<file path="config.mk">
export PLATFORM = sky130hd
export DESIGN_NAME = morse_keying_sequencer_unit_flat
export DESIGN_NICKNAME = d
export VERILOG_FILES = /design/src/rtl/mks_pkg.sv /design/src/rtl/mks_if.sv /design/src/rtl/morse_keying_sequencer_unit.sv /design/src/rtl/mks_cfg_regs.sv /design/src/rtl/mks_in_stage.sv /design/src/rtl/mks_core.sv /design/src/flat_wrapper.sv
export SDC_FILE = /design/constraint.sdc
export NUM_CORES = 1
export LEC_CHECK = 0
export BUFFER_PORTS_ARGS = -buffer_cell sky130_fd_sc_hd__buf_4
export CAP_MARGIN = 20
export CORE_ASPECT_RATIO = 1.4
export CORE_MARGIN = 2
export CORE_UTILIZATION = 55
export CTS_CLUSTER_SIZE = 40
export DETAILED_ROUTE_END_ITERATION = 10
export HOLD_SLACK_MARGIN = 0.03
export PLACE_DENSITY = 0.76
export SLEW_MARGIN = 20
export SYNTH_ARGS = -nofsm -noshare
export SYNTH_HDL_FRONTEND = slang
export SYNTH_HIERARCHICAL = 1
export SYNTH_SLANG_ARGS = --single-unit
export TNS_END_PERCENT = 5
</file>
<file path="constraint.sdc">
create_clock -name clk_i -period 3.2 [get_ports clk_i]
set_clock_uncertainty 0.2 [all_clocks]
set_input_delay 0.16 -clock clk_i [delete_from_list [all_inputs] [get_ports clk_i]]
set_output_delay 0.16 -clock clk_i [all_outputs]
set_load 0.05 [all_outputs]
</file>
<file path="src/rtl/mks_pkg.sv">
package mks_pkg;

  // Default sizes
  localparam int MaxSymbolsDef = 8;
  localparam int CountWidthDef = 16;

  // Field widths
  localparam int CmdW   = 2;
  localparam int PatW   = 8;
  localparam int PlenW  = 4;
  localparam int PhaseW = 3;
  localparam int RegW   = 16;
  localparam int RegIdxW = 3;

  // Command codes
  localparam logic [CmdW-1:0] CMD_TICK   = 2'd0;
  localparam logic [CmdW-1:0] CMD_LETTER = 2'd1;
  localparam logic [CmdW-1:0] CMD_PAUSE  = 2'd2;

  // Phase codes
  localparam logic [PhaseW-1:0] PH_IDLE       = 3'd0;
  localparam logic [PhaseW-1:0] PH_START      = 3'd1;
  localparam logic [PhaseW-1:0] PH_ON         = 3'd2;
  localparam logic [PhaseW-1:0] PH_SYM_GAP    = 3'd3;
  localparam logic [PhaseW-1:0] PH_LETTER_GAP = 3'd4;
  localparam logic [PhaseW-1:0] PH_WORD_GAP   = 3'd5;

  // Register indexes
  localparam logic [RegIdxW-1:0] REG_DOT        = 3'd0;
  localparam logic [RegIdxW-1:0] REG_DASH       = 3'd1;
  localparam logic [RegIdxW-1:0] REG_SYM_GAP    = 3'd2;
  localparam logic [RegIdxW-1:0] REG_LETTER_GAP = 3'd3;
  localparam logic [RegIdxW-1:0] REG_WORD_GAP   = 3'd4;

  // Register reset values
  localparam logic [RegW-1:0] DOT_RST        = 16'd1;
  localparam logic [RegW-1:0] DASH_RST       = 16'd3;
  localparam logic [RegW-1:0] SYM_GAP_RST    = 16'd1;
  localparam logic [RegW-1:0] LETTER_GAP_RST = 16'd3;
  localparam logic [RegW-1:0] WORD_GAP_RST   = 16'd7;

  typedef struct packed {
    logic [CmdW-1:0]  cmd;
    logic             encode_mode;
    logic [PatW-1:0]  pattern_bits;
    logic [PlenW-1:0] pattern_length;
  } mks_item_t;

  typedef struct packed {
    logic              key_on;
    logic              busy_res;
    logic [PhaseW-1:0] phase_code;
  } mks_result_t;

  typedef struct packed {
    logic [RegW-1:0] dot_length;
    logic [RegW-1:0] dash_length;
    logic [RegW-1:0] symbol_gap_length;
    logic [RegW-1:0] letter_gap_length;
    logic [RegW-1:0] word_gap_length;
  } mks_cfg_t;

endpackage

</file>
<file path="src/rtl/mks_if.sv">
interface mks_in_if;
  logic                       valid;
  logic                       ready;
  logic [mks_pkg::CmdW-1:0]   cmd;
  logic                       encode_mode;
  logic [mks_pkg::PatW-1:0]   pattern_bits;
  logic [mks_pkg::PlenW-1:0]  pattern_length;

  modport source (output valid, cmd, encode_mode, pattern_bits, pattern_length,
                  input ready);
  modport sink (input valid, cmd, encode_mode, pattern_bits, pattern_length,
                output ready);
endinterface

interface mks_out_if;
  logic                       valid;
  logic                       ready;
  logic                       key_on;
  logic                       busy_res;
  logic [mks_pkg::PhaseW-1:0] phase_code;

  modport source (output valid, key_on, busy_res, phase_code, input ready);
  modport sink (input valid, key_on, busy_res, phase_code, output ready);
endinterface

</file>
<file path="src/rtl/morse_keying_sequencer_unit.sv">
// Flow: a word accepted at the input sits in the input register; the core takes it
//   and loads its result into the result register when the output can take it.
// Throughput: one word per cycle while the output is not stalled; a tick, a start
//   or a pause is each one word, handled by the state update between the registers.
// Reset (rst_ni low, asynchronous): idle phase, key off, counters cleared,
//   timing registers back to dot 1, dash 3, symbol gap 1, letter gap 3, word gap 7.
module morse_keying_sequencer_unit #(
  parameter int MAX_SYMBOLS = mks_pkg::MaxSymbolsDef,
  parameter int COUNT_WIDTH = mks_pkg::CountWidthDef
) (
  input  logic                         clk_i,
  input  logic                         rst_ni,
  mks_in_if.sink                       in_chan,
  mks_out_if.source                    out_chan,
  input  logic                         cfg_we_i,
  input  logic [mks_pkg::RegIdxW-1:0]  cfg_idx_i,
  input  logic [mks_pkg::RegW-1:0]     cfg_data_i
);
  import mks_pkg::*;

  mks_cfg_t    cfg;
  mks_item_t   in_item;
  mks_item_t   held_item;
  mks_result_t result;
  logic        held_valid;
  logic        core_ready;

  assign in_item.cmd            = in_chan.cmd;
  assign in_item.encode_mode    = in_chan.encode_mode;
  assign in_item.pattern_bits   = in_chan.pattern_bits;
  assign in_item.pattern_length = in_chan.pattern_length;

  mks_cfg_regs u_cfg (
    .clk_i      (clk_i),
    .rst_ni     (rst_ni),
    .cfg_we_i   (cfg_we_i),
    .cfg_idx_i  (cfg_idx_i),
    .cfg_data_i (cfg_data_i),
    .cfg_o      (cfg)
  );

  mks_in_stage u_in (
    .clk_i   (clk_i),
    .rst_ni  (rst_ni),
    .valid_i (in_chan.valid),
    .ready_o (in_chan.ready),
    .item_i  (in_item),
    .valid_o (held_valid),
    .ready_i (core_ready),
    .item_o  (held_item)
  );

  mks_core #(
    .MAX_SYMBOLS (MAX_SYMBOLS),
    .COUNT_WIDTH (COUNT_WIDTH)
  ) u_core (
    .clk_i    (clk_i),
    .rst_ni   (rst_ni),
    .cfg_i    (cfg),
    .valid_i  (held_valid),
    .ready_o  (core_ready),
    .item_i   (held_item),
    .valid_o  (out_chan.valid),
    .ready_i  (out_chan.ready),
    .result_o (result)
  );

  assign out_chan.key_on     = result.key_on;
  assign out_chan.busy_res   = result.busy_res;
  assign out_chan.phase_code = result.phase_code;

endmodule

</file>
<file path="src/rtl/mks_cfg_regs.sv">
module mks_cfg_regs (
  input  logic                         clk_i,
  input  logic                         rst_ni,
  input  logic                         cfg_we_i,
  input  logic [mks_pkg::RegIdxW-1:0]  cfg_idx_i,
  input  logic [mks_pkg::RegW-1:0]     cfg_data_i,
  output mks_pkg::mks_cfg_t            cfg_o
);
  import mks_pkg::*;

  mks_cfg_t cfg_q;

  // Write the addressed register; unknown indexes are dropped
  always_ff @(posedge clk_i or negedge rst_ni) begin
    if (!rst_ni) begin
      cfg_q.dot_length        <= DOT_RST;
      cfg_q.dash_length       <= DASH_RST;
      cfg_q.symbol_gap_length <= SYM_GAP_RST;
      cfg_q.letter_gap_length <= LETTER_GAP_RST;
      cfg_q.word_gap_length   <= WORD_GAP_RST;
    end else if (cfg_we_i) begin
      case (cfg_idx_i)
        REG_DOT:        cfg_q.dot_length        <= cfg_data_i;
        REG_DASH:       cfg_q.dash_length       <= cfg_data_i;
        REG_SYM_GAP:    cfg_q.symbol_gap_length <= cfg_data_i;
        REG_LETTER_GAP: cfg_q.letter_gap_length <= cfg_data_i;
        REG_WORD_GAP:   cfg_q.word_gap_length   <= cfg_data_i;
        default: ;
      endcase
    end
  end

  assign cfg_o = cfg_q;

endmodule

</file>
<file path="src/rtl/mks_in_stage.sv">
module mks_in_stage (
  input  logic               clk_i,
  input  logic               rst_ni,
  input  logic               valid_i,
  output logic               ready_o,
  input  mks_pkg::mks_item_t item_i,
  output logic               valid_o,
  input  logic               ready_i,
  output mks_pkg::mks_item_t item_o
);
  import mks_pkg::*;

  logic      valid_q;
  mks_item_t item_q;

  // Take a new word whenever the held one leaves or none is held
  assign ready_o = !valid_q || ready_i;

  always_ff @(posedge clk_i or negedge rst_ni) begin
    if (!rst_ni) begin
      valid_q <= 1'b0;
    end else if (ready_o) begin
      valid_q <= valid_i;
    end
  end

  always_ff @(posedge clk_i) begin
    if (ready_o && valid_i) begin
      item_q <= item_i;
    end
  end

  assign valid_o = valid_q;
  assign item_o  = item_q;

endmodule

</file>
<file path="src/rtl/mks_core.sv">
module mks_core #(
  parameter int MAX_SYMBOLS = mks_pkg::MaxSymbolsDef,
  parameter int COUNT_WIDTH = mks_pkg::CountWidthDef
) (
  input  logic                 clk_i,
  input  logic                 rst_ni,
  input  mks_pkg::mks_cfg_t    cfg_i,
  input  logic                 valid_i,
  output logic                 ready_o,
  input  mks_pkg::mks_item_t   item_i,
  output logic                 valid_o,
  input  logic                 ready_i,
  output mks_pkg::mks_result_t result_o
);
  import mks_pkg::*;

  localparam int SidxW = $clog2(MAX_SYMBOLS + 1);
  localparam int ExtW  = (COUNT_WIDTH > RegW) ? COUNT_WIDTH : RegW;
  localparam logic [COUNT_WIDTH-1:0] CntMax = {COUNT_WIDTH{1'b1}};
  localparam logic [ExtW-1:0]        CntMaxExt = ExtW'(CntMax);

  logic [PhaseW-1:0]      phase_q, phase_d;
  logic [COUNT_WIDTH-1:0] cnt_q, cnt_d;
  logic [SidxW-1:0]       sidx_q, sidx_d;
  logic [SidxW-1:0]       len_q, len_d;
  logic [PatW-1:0]        pat_q, pat_d;
  logic                   key_q, key_d;
  logic                   out_valid_q;
  mks_result_t            res_q;
  logic                   take;
  logic                   cnt_done;
  logic [COUNT_WIDTH-1:0] cnt_dec;
  logic                   is_dash;
  logic [PatW-1:0]        pat_shift;
  logic [RegW-1:0]        on_len;
  logic [SidxW-1:0]       len_sat;

  // Saturate a register value into the counter range
  function automatic logic [COUNT_WIDTH-1:0] cnt_load(input logic [RegW-1:0] v);
    logic [ExtW-1:0] ext;
    ext = ExtW'(v);
    cnt_load = (ext > CntMaxExt) ? CntMax : COUNT_WIDTH'(ext);
  endfunction

  assign ready_o = !out_valid_q || ready_i;
  assign take    = valid_i && ready_o;

  // Count one tick down; the phase ends at one or zero
  assign cnt_done = (cnt_q <= COUNT_WIDTH'(1));
  assign cnt_dec  = cnt_done ? '0 : (cnt_q - COUNT_WIDTH'(1));

  // Symbols past the pattern width shift out and key as dots
  assign pat_shift = pat_q >> sidx_q;
  assign is_dash   = pat_shift[0];
  assign on_len    = is_dash ? cfg_i.dash_length : cfg_i.dot_length;

  assign len_sat = (int'(item_i.pattern_length) > MAX_SYMBOLS) ?
                   SidxW'(MAX_SYMBOLS) : SidxW'(item_i.pattern_length);

  // Next state for the word held at the input register
  always_comb begin
    phase_d = phase_q;
    cnt_d   = cnt_q;
    sidx_d  = sidx_q;
    len_d   = len_q;
    pat_d   = pat_q;
    key_d   = key_q;
    if (take) begin
      case (item_i.cmd)
        CMD_LETTER: begin
          if (phase_q == PH_IDLE) begin
            pat_d   = item_i.pattern_bits;
            len_d   = len_sat;
            sidx_d  = '0;
            key_d   = 1'b0;
            phase_d = PH_START;
          end
        end
        CMD_PAUSE: begin
          if (phase_q == PH_IDLE) begin
            key_d   = 1'b0;
            cnt_d   = cnt_load(cfg_i.word_gap_length);
            phase_d = PH_WORD_GAP;
          end
        end
        CMD_TICK: begin
          if (item_i.encode_mode) begin
            case (phase_q)
              PH_START: begin
                if (sidx_q >= len_q) begin
                  key_d   = 1'b0;
                  cnt_d   = cnt_load(cfg_i.letter_gap_length);
                  phase_d = PH_LETTER_GAP;
                end else begin
                  key_d   = 1'b1;
                  cnt_d   = cnt_load(on_len);
                  phase_d = PH_ON;
                end
              end
              PH_ON: begin
                cnt_d = cnt_dec;
                if (cnt_done) begin
                  key_d   = 1'b0;
                  cnt_d   = cnt_load(cfg_i.symbol_gap_length);
                  phase_d = PH_SYM_GAP;
                end
              end
              PH_SYM_GAP: begin
                cnt_d = cnt_dec;
                if (cnt_done) begin
                  sidx_d  = sidx_q + SidxW'(1);
                  phase_d = PH_START;
                end
              end
              PH_LETTER_GAP, PH_WORD_GAP: begin
                cnt_d = cnt_dec;
                if (cnt_done) begin
                  phase_d = PH_IDLE;
                end
              end
              default: ;
            endcase
          end
        end
        default: ;
      endcase
    end
  end

  // Hold the sequencer state
  always_ff @(posedge clk_i or negedge rst_ni) begin
    if (!rst_ni) begin
      phase_q <= PH_IDLE;
      cnt_q   <= '0;
      sidx_q  <= '0;
      len_q   <= '0;
      pat_q   <= '0;
      key_q   <= 1'b0;
    end else begin
      phase_q <= phase_d;
      cnt_q   <= cnt_d;
      sidx_q  <= sidx_d;
      len_q   <= len_d;
      pat_q   <= pat_d;
      key_q   <= key_d;
    end
  end

  // Result register
  always_ff @(posedge clk_i or negedge rst_ni) begin
    if (!rst_ni) begin
      out_valid_q <= 1'b0;
    end else if (ready_o) begin
      out_valid_q <= valid_i;
    end
  end

  always_ff @(posedge clk_i) begin
    if (take) begin
      res_q.key_on     <= key_d;
      res_q.busy_res   <= (phase_d != PH_IDLE);
      res_q.phase_code <= phase_d;
    end
  end

  assign valid_o  = out_valid_q;
  assign result_o = res_q;

  // The key is only driven while a symbol is on
  a_key_only_on: assert property (@(posedge clk_i) disable iff (!rst_ni)
    key_q |-> (phase_q == PH_ON))
    else $error("key driven outside the on phase");

  // The symbol index never runs past the letter length
  a_sidx_bound: assert property (@(posedge clk_i) disable iff (!rst_ni)
    (phase_q != PH_IDLE && phase_q != PH_WORD_GAP) |-> (sidx_q <= len_q))
    else $error("symbol index beyond letter length");

  // A start while busy leaves the phase alone
  a_busy_start: assert property (@(posedge clk_i) disable iff (!rst_ni)
    (take && item_i.cmd == CMD_LETTER && phase_q != PH_IDLE) |=>
    (phase_q == $past(phase_q)))
    else $error("start taken while busy");

  // A result is registered for every word taken
  a_result_follows: assert property (@(posedge clk_i) disable iff (!rst_ni)
    take |=> out_valid_q)
    else $error("word taken without result");

endmodule

</file>
<file path="src/flat_wrapper.sv">
// flat-port wrapper written by rule: the top's interface ports become plain ports
module morse_keying_sequencer_unit_flat import mks_pkg::*;
#(
  parameter int MAX_SYMBOLS = mks_pkg::MaxSymbolsDef,
  parameter int COUNT_WIDTH = mks_pkg::CountWidthDef
)
  (clk_i, rst_ni, cfg_we_i, cfg_idx_i, cfg_data_i, in_chan_valid, in_chan_cmd, in_chan_encode_mode, in_chan_pattern_bits, in_chan_pattern_length, in_chan_ready, out_chan_valid, out_chan_key_on, out_chan_busy_res, out_chan_phase_code, out_chan_ready);
  mks_in_if in_chan_i ();
  mks_out_if out_chan_i ();
  input  logic clk_i;
  input  logic rst_ni;
  input  logic cfg_we_i;
  input  logic [mks_pkg::RegIdxW-1:0] cfg_idx_i;
  input  logic [mks_pkg::RegW-1:0] cfg_data_i;
  input wire logic [$bits(in_chan_i.valid)-1:0] in_chan_valid;
  input wire logic [$bits(in_chan_i.cmd)-1:0] in_chan_cmd;
  input wire logic [$bits(in_chan_i.encode_mode)-1:0] in_chan_encode_mode;
  input wire logic [$bits(in_chan_i.pattern_bits)-1:0] in_chan_pattern_bits;
  input wire logic [$bits(in_chan_i.pattern_length)-1:0] in_chan_pattern_length;
  output wire logic [$bits(in_chan_i.ready)-1:0] in_chan_ready;
  output wire logic [$bits(out_chan_i.valid)-1:0] out_chan_valid;
  output wire logic [$bits(out_chan_i.key_on)-1:0] out_chan_key_on;
  output wire logic [$bits(out_chan_i.busy_res)-1:0] out_chan_busy_res;
  output wire logic [$bits(out_chan_i.phase_code)-1:0] out_chan_phase_code;
  input wire logic [$bits(out_chan_i.ready)-1:0] out_chan_ready;
  assign in_chan_i.valid = in_chan_valid;
  assign in_chan_i.cmd = in_chan_cmd;
  assign in_chan_i.encode_mode = in_chan_encode_mode;
  assign in_chan_i.pattern_bits = in_chan_pattern_bits;
  assign in_chan_i.pattern_length = in_chan_pattern_length;
  assign in_chan_ready = in_chan_i.ready;
  assign out_chan_valid = out_chan_i.valid;
  assign out_chan_key_on = out_chan_i.key_on;
  assign out_chan_busy_res = out_chan_i.busy_res;
  assign out_chan_phase_code = out_chan_i.phase_code;
  assign out_chan_i.ready = out_chan_ready;
  morse_keying_sequencer_unit #(.MAX_SYMBOLS(MAX_SYMBOLS), .COUNT_WIDTH(COUNT_WIDTH)) u_core (.clk_i(clk_i), .rst_ni(rst_ni), .in_chan(in_chan_i), .out_chan(out_chan_i), .cfg_we_i(cfg_we_i), .cfg_idx_i(cfg_idx_i), .cfg_data_i(cfg_data_i));
endmodule
</file>
# After elaboration in Yosys (flattened, before gate mapping)
# Cells that the tools add are included.
# totals
regBits	138
# classes
n_eq_ne	17
n_addsub	2
shifts	1
reduce_logical	23
magnitude_cmp	7
n_mux	35
# op_table
operator	n
16-bit 2-to-1 mux	10
16-bit > comparator (second input constant)	4
16-bit one-hot mux with 3 select lines	1
16-bit one-hot mux with 2 select lines	1
3-bit 2-to-1 mux	8
4-bit 2-to-1 mux	5
16-bit by 1-bit <= comparator with 1-bit output (second input constant)	1
16-bit by 1-bit subtractor with 16-bit output (second input constant)	1
3-bit by 2-bit == test with 1-bit output (second input constant)	4
3-bit one-hot mux with 4 select lines	1
2-bit AND reduction	5
3-bit == test (second input constant)	3
3-bit one-hot mux with 3 select lines	1
4-bit one-hot mux with 2 select lines	1
8-bit by 4-bit >> shifter with 1-bit output	1
3-bit by 1-bit == test with 1-bit output (second input constant)	2
3-bit logical NOT	2
2-bit inequality test (second input constant)	3
6-bit AND reduction	1
1-bit 2-to-1 mux	5
5-bit AND reduction	1
4-bit by 1-bit adder with 4-bit output (second input constant)	1
4-bit >= comparator	1
4-bit > comparator (second input constant)	1
other kinds (14)	21

# Logic depth before layout (Yosys ltp)
# depth
depth_word	8
mapped_depth	10
depth_no_buf	7

# By module
# The synthesis kept the hierarchy.
# by_module_without_submodules
mod	cells_per_inst	n_inst	area_per_inst_um2	seq_area_each_um2
mks_core	384	1	3414.5	1076.0
mks_cfg_regs	173	1	3061.7	2013.2
mks_in_stage	19	1	504.2	475.5

# Worst setup path before layout
# OpenSTA, ideal clock, no wires.
# synth_path
path_type	reg2reg
startpoint	register u_core.u_core.cnt_q[0]
endpoint	register u_core/u_core/result_o[3] (netlist name)
slack_ns	0.599
path_stages_with_launch	10
n_path_buf	2
synth_period_minus_slack_ns	2.601
required_time_ns	2.731
t_arrival_ns	2.131
cell_sequence	dfrtp_1 > clkbuf_1 > inv_1 > ha_1 > buf_2 > nor2_1 > nor3_1 > nand4b_1 > a211o_1 > nand4bb_1
# synth_via
elab_chain_len	7
# synth_rtl
item	line	source
start, declared	mks_core.sv:23	logic [COUNT_WIDTH-1:0] cnt_q, cnt_d;
start signal, assigned	mks_core.sv:141	cnt_q <= cnt_d;
16-bit by 1-bit <= comparator with 1-bit output (*)	mks_core.sv:49	assign cnt_done = (cnt_q <= COUNT_WIDTH'(1));
3-bit 2-to-1 mux (on tied branches)	mks_core.sv:117, mks_core.sv:102, mks_core.sv:110	
3-bit one-hot mux with 4 select lines (*)	mks_core.sv:88	case (phase_q)
3-bit 2-to-1 mux (*)	mks_core.sv:87	if (item_i.encode_mode) begin
3-bit one-hot mux with 3 select lines (*)	mks_core.sv:69	case (item_i.cmd)
3-bit 2-to-1 mux (*)	mks_core.sv:68	if (take) begin
named net u_core.u_core.phase_d[0]	mks_core.sv:22	logic [PhaseW-1:0] phase_q, phase_d;
3-bit nonzero test (*)	mks_core.sv:161	res_q.busy_res <= (phase_d != PH_IDLE);
# Mark *: on every way through the listed nets, which the timed path passes. The rest lies on a longest branch.
# A chain may end at the register's enable or synchronous reset.

# Worst setup path in the final report
# layout_path
startpoint	register u_core.u_in.item_q, in the netlist u_core/u_in/item_o[13]
endpoint	register u_core.u_core.cnt_q[3]
# layout_via
elab_chain_len	3
# layout_rtl
item	line	source
start, declared	mks_in_stage.sv:14	mks_item_t item_q;
start signal, assigned	mks_in_stage.sv:29	item_q <= item_i;
2-bit == test or 2-bit logical NOT (tied branches)	mks_core.sv:69	
2-bit inequality test (no line) (tied with other cells)	--	
5-bit AND reduction (no line)	--	
# Several ways; a longest one is shown, not always the timed one.

==> impl_metrics.ini <==
[floorplan]
num_rows = 48
coreArea_um2 = 12400
start_util_pct = 56.4
die_h_um = 137
dieArea_um2 = 13600
boundaryPins = 46
die_x_um = 99.2

[final_layout]
drive_gt1_share_pct = 31.4
antenna_cells = 0
fill_cells = 914
syn2layout_area_growth_pct = 19.5
mostFrequentLayoutCells = dfrtp_1, mux2_2, buf_4
final_util_pct = 67.4
final_common_cell = dfrtp_1
design_area_um2 = 8340
layout.nets = 702

[global_routing]
grt_antenna_before_repair = 0
use_met2_pct = 48.6
gr-total-overflow = 0
grt_usage_pct = 26.1
grt_use_met3_pct = 4.41
grt_util_met1_pct = 28.5
grt_pass1_vias = 5408
grt_max_degree = 77
grt-busiest-layer = met2
grt_pass1_wl_um = 27400

[logic_synthesis]
synth_fa_ha_area_share_pct = 1.97
synth-edff-count = 20
synth_seq_cells = 138
synth_top_area_share_pct = 39.1
synth.area.top_cells = dfrtp_1, mux2_2, edfxtp_1
synth.avg_cell_area_um2 = 12.1
yosysTopAreaCell = dfrtp_1
synth_cell_types = 75
synth-simple-area-share_pct = 12.3
synth_top_family_by_area = multiplexers
async_reset_ff_share_pct = 85.5
synth-compound-area-share_pct = 14.3
synth_xor_area_share_pct = 0.878
syn_nets = 626
ys_warn_count = 6
yosys-mux-area-fraction_pct = 15.4
synth_seq_area_share_pct = 51.1
syn_area_um2 = 6980
synthFlopType = dfrtp_1
syn_inst = 576

[sta]
hold_viol = 0
setup-violations-final = 0
post-route-min-period_ps = 2910
max_slew_margin_pct = 35.0
rsz0062_at_grt = no
fin_ws_ps = 291
tightest_slew_ps = 975
setup_tns_ps = 0
holdWs_ps = 185
min_period_over_period_pct = 90.9
fmax_mhz = 344
finalMaxSlewViolations = 0

[detailed_routing]
dr.first_iter.drc_count = 323
dr.pass1.iters = 5
vias_per_cell = 6.33
vias = 5157
wire_per_inst_um = 21.1
ant_nets = 0
drc = 0
routed_wl_um = 17200

[place]
pre_cts_ws_ps = 281
placed_area_um2 = 7430
place_congestion = 0.922
port-buffer-count = 45
dp_hpwl_um = 11200

[cts]
clk_latency_ps = 420
cts_resized = 0
hold_buffers = 34
cts.clk_slew.worst_paths_ps = 60
cts_max_path_buffers = 2
clkSinkCount = 138
cts_tree = built
cts_made_buffers = 17
htreeDepth = 4
postCtsSetupRepairBufs = 0
root_buffer = clkbuf_16

[worst_setup_path]
cp_max_fo = 15
end_kind = flop
arrival_ps = 3000
cp.required_ps = 3290
critPathKind = reg -> reg
worstSetupStartpointType = flop

[flow_run]
cap_viol_max_count = 0

[hold_path]
hold_path.class = in -> reg

[power_and_ir_drop]
irDropWorstVdd_mv = 0.322
p_leak_nw = 3.45
p_per_area_nw_per_um2 = 821

[outcome]
status = completed
[worst max-delay path, cell delays in order (launching register included)]
cell and delay, ps:
edfxtp_1 370, inv_1 80, ha_1 330, or4b_1 520, a21oi_2 180, o211a_1 540
o21ai_0 160, o311ai_0 410
[cells by family (layout without fill, tap and decap cells)]
kind of cell | after synthesis | count (layout)
AOI/OAI and AO/OA | 141 | 141
xor gates and xnor gates | 7 | 7
adders and majority gates | 11 | 11
buffers and inverters | 56 | 145
DFF | 138 | 138
muxes | 95 | 95
and+or+nand+nor | 128 | 128
[flip-flops by register name, summed over array words and instances, names as in the netlist]
register	flops
u_core/u_cfg/cfg_o	80
u_core/u_core/cnt_q	16
u_core/u_in/item_o	15
u_core/u_core/pat_q	8
u_core/u_core/result_o	5
u_core/u_core/len_q	4
u_core/u_core/sidx_q	4
u_core/u_core/phase_q	3
u_core/u_core/key_q	1
u_core/u_core/valid_o	1
u_core/u_in/valid_o	1
[Yosys cell counts (all sizes together), types with 4 or more instances]
| library cell | count |
|---|---|
| a211o | 6 |
| a211oi | 23 |
| a21boi | 15 |
| a21oi | 17 |
| a221oi | 5 |
| a22oi | 5 |
| a31oi | 4 |
| and4 | 11 |
| buf | 18 |
| clkbuf | 21 |
| dfrtp | 109 |
| dfstp | 9 |
| edfxtp | 20 |
| ha | 11 |
| inv | 16 |
| mux2 | 91 |
| nand2 | 20 |
| nand2b | 9 |
| nand3 | 7 |
| nand4 | 12 |
| nand4b | 5 |
| nor2 | 15 |
| nor2b | 5 |
| nor3 | 10 |
| nor4 | 7 |
| o21ai | 28 |
| o311ai | 6 |
| o31ai | 11 |
| or3 | 7 |
| or4 | 4 |
| xnor2 | 6 |
[final timing paths]
check                      cells after the start                             start  slack, ps                                 end
min in group asynchronous                      2                            rst_ni        250  u_core/u_core/pat_q[1]$_DFFE_PN0P_
hold reg to reg                                1  u_core/u_in/item_o[10]$_DFFE_PP_        280  u_core/u_core/pat_q[6]$_DFFE_PN0P_
setup / recovery                               7  u_core/u_in/item_o[13]$_DFFE_PP_        290  u_core/u_core/cnt_q[3]$_DFFE_PN0P_
setup reg to reg                               7  u_core/u_in/item_o[13]$_DFFE_PP_        290  u_core/u_core/cnt_q[3]$_DFFE_PN0P_
hold / removal                                 4                      cfg_idx_i[2]        190  u_core/u_cfg/cfg_o[69]$_DFFE_PN0P_
max in group asynchronous                      3                            rst_ni       1700  u_core/u_cfg/cfg_o[10]$_DFFE_PN0P_
[through the flow]
| stage | power, mW | cells |
|---|---|---|
| 6_report | 6.85 | 815 |
| 5_1_grt | 7.20 | 815 |
| 4_1_cts | 6.85 | 815 |
| 3_5_place_dp | 4.89 | 749 |
| 3_3_place_gp | 4.80 | 749 |
| 2_1_floorplan | 4.18 | 576 |
[routing by layer]
metal  routed length, µm  up-vias
met3                 780       41
met1                6520     2577
met5                   0        -
met2                9380      186
met4                 477        0
li1                    -     2353
[report_power, final]
group          switching, mW  total (mW)  internal, mW
sequential             0.433        2.68          2.25
combinational           1.30        2.27         0.963
clock                  0.739        1.90          1.16
[layout make-up]
class / instances / area (µm²) / share of cell area, %
flip-flops and latches: 138 / 3560 / 42.7
multi-input cells: 382 / 3150 / 37.7
repair buffers: 96 / 806 / 9.66
clock buffers: 20 / 447 / 5.36
well taps: 150 / 188 / 2.25
clock inverters: 12 / 124 / 1.49
inverters: 17 / 63.8 / 0.765
(Power assumes the default switching activity.)
